## config.mk

```make
export PLATFORM = sky130hd
export DESIGN_NAME = ppi_prep
export DESIGN_NICKNAME = d
export VERILOG_FILES = /design/src/hdl/ppi_pkg.sv /design/src/hdl/ppi_prep.sv
export SDC_FILE = /design/constraint.sdc
export NUM_CORES = 2
export LEC_CHECK = 0
export BUFFER_PORTS_ARGS = -buffer_cell sky130_fd_sc_hd__clkbuf_2
export CORE_AREA = 2 2 637 639
export CTS_CLUSTER_SIZE = 14
export DETAILED_ROUTE_END_ITERATION = 7
export DIE_AREA = 0 0 639 641
export PLACE_DENSITY = 0.46
export SLEW_MARGIN = 30
export SYNTH_ARGS = -nofsm -noshare
export SYNTH_HDL_FRONTEND = slang
export SYNTH_SLANG_ARGS = --single-unit
```

## constraint.sdc

```tcl
create_clock -name clk_i -period 10.83 [get_ports clk_i]
set_input_delay 2.166 -clock clk_i [delete_from_list [all_inputs] [get_ports clk_i]]
set_output_delay 2.166 -clock clk_i [all_outputs]
set_load 0.02 [all_outputs]
```

## src/hdl/ppi_pkg.sv

```systemverilog
`default_nettype none
// ----------------------------------------------------------------------------
// ppi_pkg
// Types, constants and arithmetic helpers for the plane pair intersection
// pipeline: item structs, stage structs and split wide multiplications.
// ----------------------------------------------------------------------------
package ppi_pkg;

  // quotient bits of the point division, equal to the point field width
  localparam int unsigned QW = 32;
  // width of the difference of two full 65 by 65 bit products
  localparam int unsigned PW = 131;
  // width of the doubled denominator and of the division remainder
  localparam int unsigned DW = 132;
  // width of the scaled, rounded numerator
  localparam int unsigned NW = 148;
  // numerator scale: sixteen fraction bits plus one for rounding
  localparam int unsigned RND_SHIFT = 17;

  localparam logic [31:0] TOL_RESET = 32'd4295;
  localparam logic [31:0] POS_LIMIT = 32'h7FFF_FFFF;
  localparam logic [31:0] NEG_LIMIT = 32'h8000_0000;
  localparam logic [63:0] DIR_MAX   = 64'h7FFF_FFFF_FFFF_FFFF;
  localparam logic [63:0] DIR_MIN   = 64'h8000_0000_0000_0000;

  typedef struct packed {
    logic signed [31:0] plane_a_nx;
    logic signed [31:0] plane_a_ny;
    logic signed [31:0] plane_a_nz;
    logic signed [31:0] plane_a_offset;
    logic signed [31:0] plane_b_nx;
    logic signed [31:0] plane_b_ny;
    logic signed [31:0] plane_b_nz;
    logic signed [31:0] plane_b_offset;
  } in_item_t;

  typedef struct packed {
    logic               intersects;
    logic signed [31:0] point_x;
    logic signed [31:0] point_y;
    logic signed [31:0] point_z;
    logic signed [63:0] dir_x;
    logic signed [63:0] dir_y;
    logic signed [63:0] dir_z;
  } out_item_t;

  // partial products of one 65 by 65 bit signed multiplication
  typedef struct packed {
    logic signed [65:0] hh;
    logic signed [65:0] hl;
    logic signed [65:0] lh;
    logic [63:0]        ll;
  } pp_t;

  // front end result: numerators and denominator of the point
  typedef struct packed {
    logic                 intersects;
    logic [2:0][63:0]     dir;
    logic [2:0][PW-1:0]   num;
    logic [DW-1:0]        den;
  } fr_t;

  // one stage of the point divider, three lanes
  typedef struct packed {
    logic               intersects;
    logic [2:0]         neg;
    logic [2:0]         ovf;
    logic [2:0][DW-1:0] rem;
    logic [2:0][QW-1:0] lo;
    logic [2:0][QW-1:0] quo;
    logic [DW-1:0]      dd;
    logic [2:0][63:0]   dir;
  } div_t;

  // split a 65 bit signed multiply into four products of 33 bit parts
  function automatic pp_t pp_mul(input logic signed [64:0] a, input logic signed [64:0] b);
    pp_t                r;
    logic signed [32:0] ah;
    logic signed [32:0] bh;
    logic signed [32:0] al;
    logic signed [32:0] bl;
    ah   = a[64:32];
    bh   = b[64:32];
    al   = {1'b0, a[31:0]};
    bl   = {1'b0, b[31:0]};
    r.hh = ah * bh;
    r.hl = ah * bl;
    r.lh = al * bh;
    r.ll = a[31:0] * b[31:0];
    return r;
  endfunction

  // recombine the partial products
  function automatic logic signed [PW-1:0] pp_sum(input pp_t r);
    logic signed [PW-1:0] s;
    s = (PW'(r.hh) <<< 64) + (PW'(r.hl) <<< 32) + (PW'(r.lh) <<< 32)
        + PW'($signed({1'b0, r.ll}));
    return s;
  endfunction

  // clamp a 65 bit direction component to 64 bits
  function automatic logic [63:0] sat64(input logic signed [64:0] x);
    logic [63:0] r;
    if (x[64] != x[63]) begin
      r = x[64] ? DIR_MIN : DIR_MAX;
    end else begin
      r = x[63:0];
    end
    return r;
  endfunction

endpackage
`default_nettype wire

```

## src/hdl/ppi_prep.sv

```systemverilog
`default_nettype none
// ----------------------------------------------------------------------------
// ppi_prep
// Two stages ahead of the divider: sign and magnitude of each numerator,
// rounding offset, doubled denominator, overflow test and first remainder.
// ----------------------------------------------------------------------------
module ppi_prep
  import ppi_pkg::*;
(
  input  wire logic clk_i,
  input  wire logic en_i,
  input  wire fr_t  fr_i,
  output div_t      div_o
);

  logic               int6_q;
  logic [2:0]         neg6_q;
  logic [2:0][NW-1:0] nn6_q;
  logic [DW-1:0]      dd6_q;
  logic [2:0][63:0]   dir6_q;
  logic [2:0]         neg6_d;
  logic [2:0][NW-1:0] nn6_d;
  div_t               div_q;
  div_t               div_d;

  // magnitude, scaled and offset by the denominator for rounding
  always_comb begin
    logic [PW-1:0] mag;
    for (int i = 0; i < 3; i++) begin
      neg6_d[i] = fr_i.num[i][PW-1];
      mag       = neg6_d[i] ? PW'(-$signed(fr_i.num[i])) : fr_i.num[i];
      nn6_d[i]  = (NW'(mag) << RND_SHIFT) + NW'(fr_i.den);
    end
  end

  always_ff @(posedge clk_i) begin
    if (en_i) begin
      int6_q <= fr_i.intersects;
      neg6_q <= neg6_d;
      nn6_q  <= nn6_d;
      dd6_q  <= {fr_i.den[DW-2:0], 1'b0};
      dir6_q <= fr_i.dir;
    end
  end

  // quotient overflow and starting remainder
  always_comb begin
    div_d.intersects = int6_q;
    div_d.neg        = neg6_q;
    div_d.dd         = dd6_q;
    div_d.dir        = dir6_q;
    for (int i = 0; i < 3; i++) begin
      div_d.rem[i] = DW'(nn6_q[i][NW-1:QW]);
      div_d.ovf[i] = DW'(nn6_q[i][NW-1:QW]) >= dd6_q;
      div_d.lo[i]  = nn6_q[i][QW-1:0];
      div_d.quo[i] = '0;
    end
  end

  always_ff @(posedge clk_i) begin
    if (en_i) begin
      div_q <= div_d;
    end
  end

  assign div_o = div_q;

endmodule
`default_nettype wire

```

==> impl_results.md <==
* Starting Density at 0.2086
* Final period utilization at 0.8718
* Crit-path cells: clkbuf_2 -> or4_1 -> nor4_2 -> nand4_1 -> or3_1 -> or4_1 -> nor2_1 -> nand2_1 -> o31ai_1 -> xnor2_1 -> ha_1 -> nand4_1 -> or4_1 -> nor4b_1 -> o311ai_2 -> a21o_1 -> o31ai_1 -> a21oi_1 -> o21ba_2 -> a31oi_1 -> nor2_1 -> o21ai_0 -> xor2_1
* WL final at 496800 µm
* Worst Tran Pin Value at 1.133 ns
* TNS Setup at 0 ns
* DP HPWL at 423500 µm
* Commonest cells in the netlist: edfxtp_1 (1443), ha_1 (695), xnor2_1 (586)
* Met1 WL at 193300 µm
* Crit path kind: input pin to register
* Post-Synthesis Cell Area at 0.08384 mm²
* EDFF count, synth at 1443
* Post-synthesis register bit count at 1443
* Clock Pin Slew Worst Setup and Hold Paths at 0.06 ns
* Layout Area Growth over Synthesis at 23.59%
* Endpoint class of the critical path: register
* Fraction of registers with async set/reset at 0
* Synth Flop Type: edfxtp_1
* Post-route cell area at 0.1036 mm²
* Synth top area share at 0.5168
* Sequential share of the synthesized area at 0.5168
* Most common cell in the synthesized netlist: edfxtp_1
* Number of global-route vias before repair at 66200
* Vias/cell at 4.852
* CP most frequent cell: or4_1
* Crit path DAT at 10.08 ns
* Final Util at 0.2578
* DRT antenna net count at 0
* Crit path required time at 11.47 ns
* Routed wl met3 at 34410 µm
* Met2 routed WL at 232900 µm
* CP Launch Type: input pin
* Routed len/inst at 34.43 µm
* Initial antenna violation count at 284
* Clock Tree Buf Depth at 4
* Peak VDD IR at 0.0001531 V
* Syn avg cell area at 11.40 µm²
* # resized after CTS at 0
* Status: completed
* DR DRC count at 0
* DRT iter0 DRCs at 7564
* Clock Latency Late Sink at 0.98 ns
* Placer congestion estimate at 1.019
* Yosys top cell by area: edfxtp_1
* Fin. Hold Viols at 0
* Clk sink count at 1443
* Fin crit period at 9.442 ns
* Worst setup path start: fr_i[275]
* GR Util All Layers at 0.2310
* Synth warn at 0
* Largest net degree at the start of global routing at 170
* First-pass DRT Iterations at 6
* CTS tree: built
* Cell count after synthesis at 7353
* Area after DPL at 0.09711 mm²
* Max layer used: met5
* Worst r2r path cells at 13
* Die Y at 641 µm
* CTS buffer count at 185
* Worst hold start: div_d[672]
* Core area at 0.4020 mm²
* Worst stage delay on the critical path at 0.65 ns
* Post-cts hold buffer count at 0
* Reg2Reg Launch Point: dd6_q[18]
* Root buffer cell: clkbuf_16
* Leakage at 40.69 nW
* Setup bufs post-CTS at 0
* Setup violators final at 0
* NumNets Final at 10280
* RSZ-0062 raised after global routing: no
* Relative slew margins at 0.2396
* Worst min path class: register to register
* Cell variety after synth at 95
* Number of port buffers at 1493
* Top cells by area, synth: edfxtp_1 (52%), ha_1 (10%), xnor2_1 (6.1%)
* IO Count at 1639
* Final Hold Slack at 0.3457 ns
* Worst Setup EP: div_d[741]
* R2r setup slk at 4.27 ns
* Crit-path slowest cell: or4_1
* Max-cap viol count at 0
* Worst R2R End: div_o[912]
* Worst Path Max Fanout at 8
* Row count at 233
* Setup ws final at 1.388 ns
* H-Tree Depth at 4
* Max Fclk at 105.9 MHz
* Clock Skew at 0.1575 ns
* Total die area at 0.4096 mm²
* Die span in x at 639 µm
* Global-route wire length before repair at 631600 µm
* Power Density at 185.6 mW/mm²
* Share of post-route cells with drive strength above 1 at 0.2198
* Slew Limit Fails at 0
* Grt ovf at 0
* Pre-CTS setup slack at 0.6383 ns
* DR vias at 70010
-- cells in the final DEF (no fill, tap or decap), drive strengths merged, types with 51 or more instances in the layout --
cell | synthesis | layout
a21oi | 581 | 581
edfxtp | 1443 | 1443
ha | 695 | 695
xor2 | 172 | 172
buf | 204 | 101
clkbuf | 213 | 1700
xnor2 | 586 | 586
o31ai | 116 | 116
nor3 | 120 | 120
nor4 | 85 | 85
nor2b | 78 | 78
inv | 239 | 254
o21a | 51 | 51
diode | 0 | 133
o41ai | 74 | 74
o21ai | 438 | 438
o21bai | 87 | 87
nand2b | 76 | 76
nand3 | 105 | 105
conb | 1 | 145
clkinv | 0 | 81
nor2 | 331 | 331
nand4 | 245 | 245
or4 | 87 | 87
nand2 | 512 | 512
a21o | 319 | 319
or3 | 76 | 76
a31oi | 61 | 61
-- power breakdown --
group          internal [mW]  switching, mW
combinational           1.62           3.40
clock                   3.60           2.75
sequential              7.15          0.703
-- routing by layer --
metal / global-route usage / vias to the layer above
met5: 0 / -
met4: 0.1502 / 34
met3: 0.04480 / 957
met2: 0.3808 / 3449
met1: 0.2744 / 34720
li1: - / 30850
-- area by class of cell --
cell class                 instances  area, µm²
antenna                          133      332.8
clock buffer                     211       4770
clock inverter                   128       1319
fill                           42900     298400
inverter                         239      897.1
multi-input combinational       5398      37960
sequential                      1443      43330
tap                             5287       6615
timing repair buffer            1590       8396
-- registers in the layout, summed over array words and instances (netlist names) --
register,cells
neg6_q,3
int6_q,1
div_o,723
dd6_q,114
div_d,410
dir6_q,192
-- cells by family (layout without fill, tap and decap cells) --
kind of cell    count (synthesis)  in the layout  synth area share
simple gates                 1870           1870            0.1161
flops                        1443           1443            0.5168
mux                             2              2         0.0002388
other cells                     1            278        0.00004473
fa+ha+maj                     698            698            0.1044
xor+xnor                      758            758           0.07918
buf+inv                       656           2168           0.03843
compound gates               1925           1925            0.1448
-- critical path: cells and delay by family --
| family | cells | cell delay (ns) |
|---|---|---|
| buffers and inverters | 1 | 0.10 |
| adders and majority gates | 1 | 0.45 |
| and+or+nand+nor | 11 | 4.70 |
| xor gates and xnor gates | 2 | 0.23 |
| AOI/OAI and AO/OA | 8 | 2.40 |
-- worst min-delay path by stage --
stage                            end  depth (start not counted)
after global routing      div_o[672]                          0
final                     div_o[672]                          0
after global placement     div_o[75]                          0
after CTS                 div_o[672]                          0
after detailed placement  div_o[100]                          0
after floorplan             div_o[0]                          0
-- metrics by stage --
stage	cells	power, mW
after floorplan	7497	10.34
after global placement	13950	12.95
after detailed placement	13950	12.92
after CTS	14290	19.39
after global routing	14400	20.00
final	14430	19.23
(Power assumes the default switching activity.)
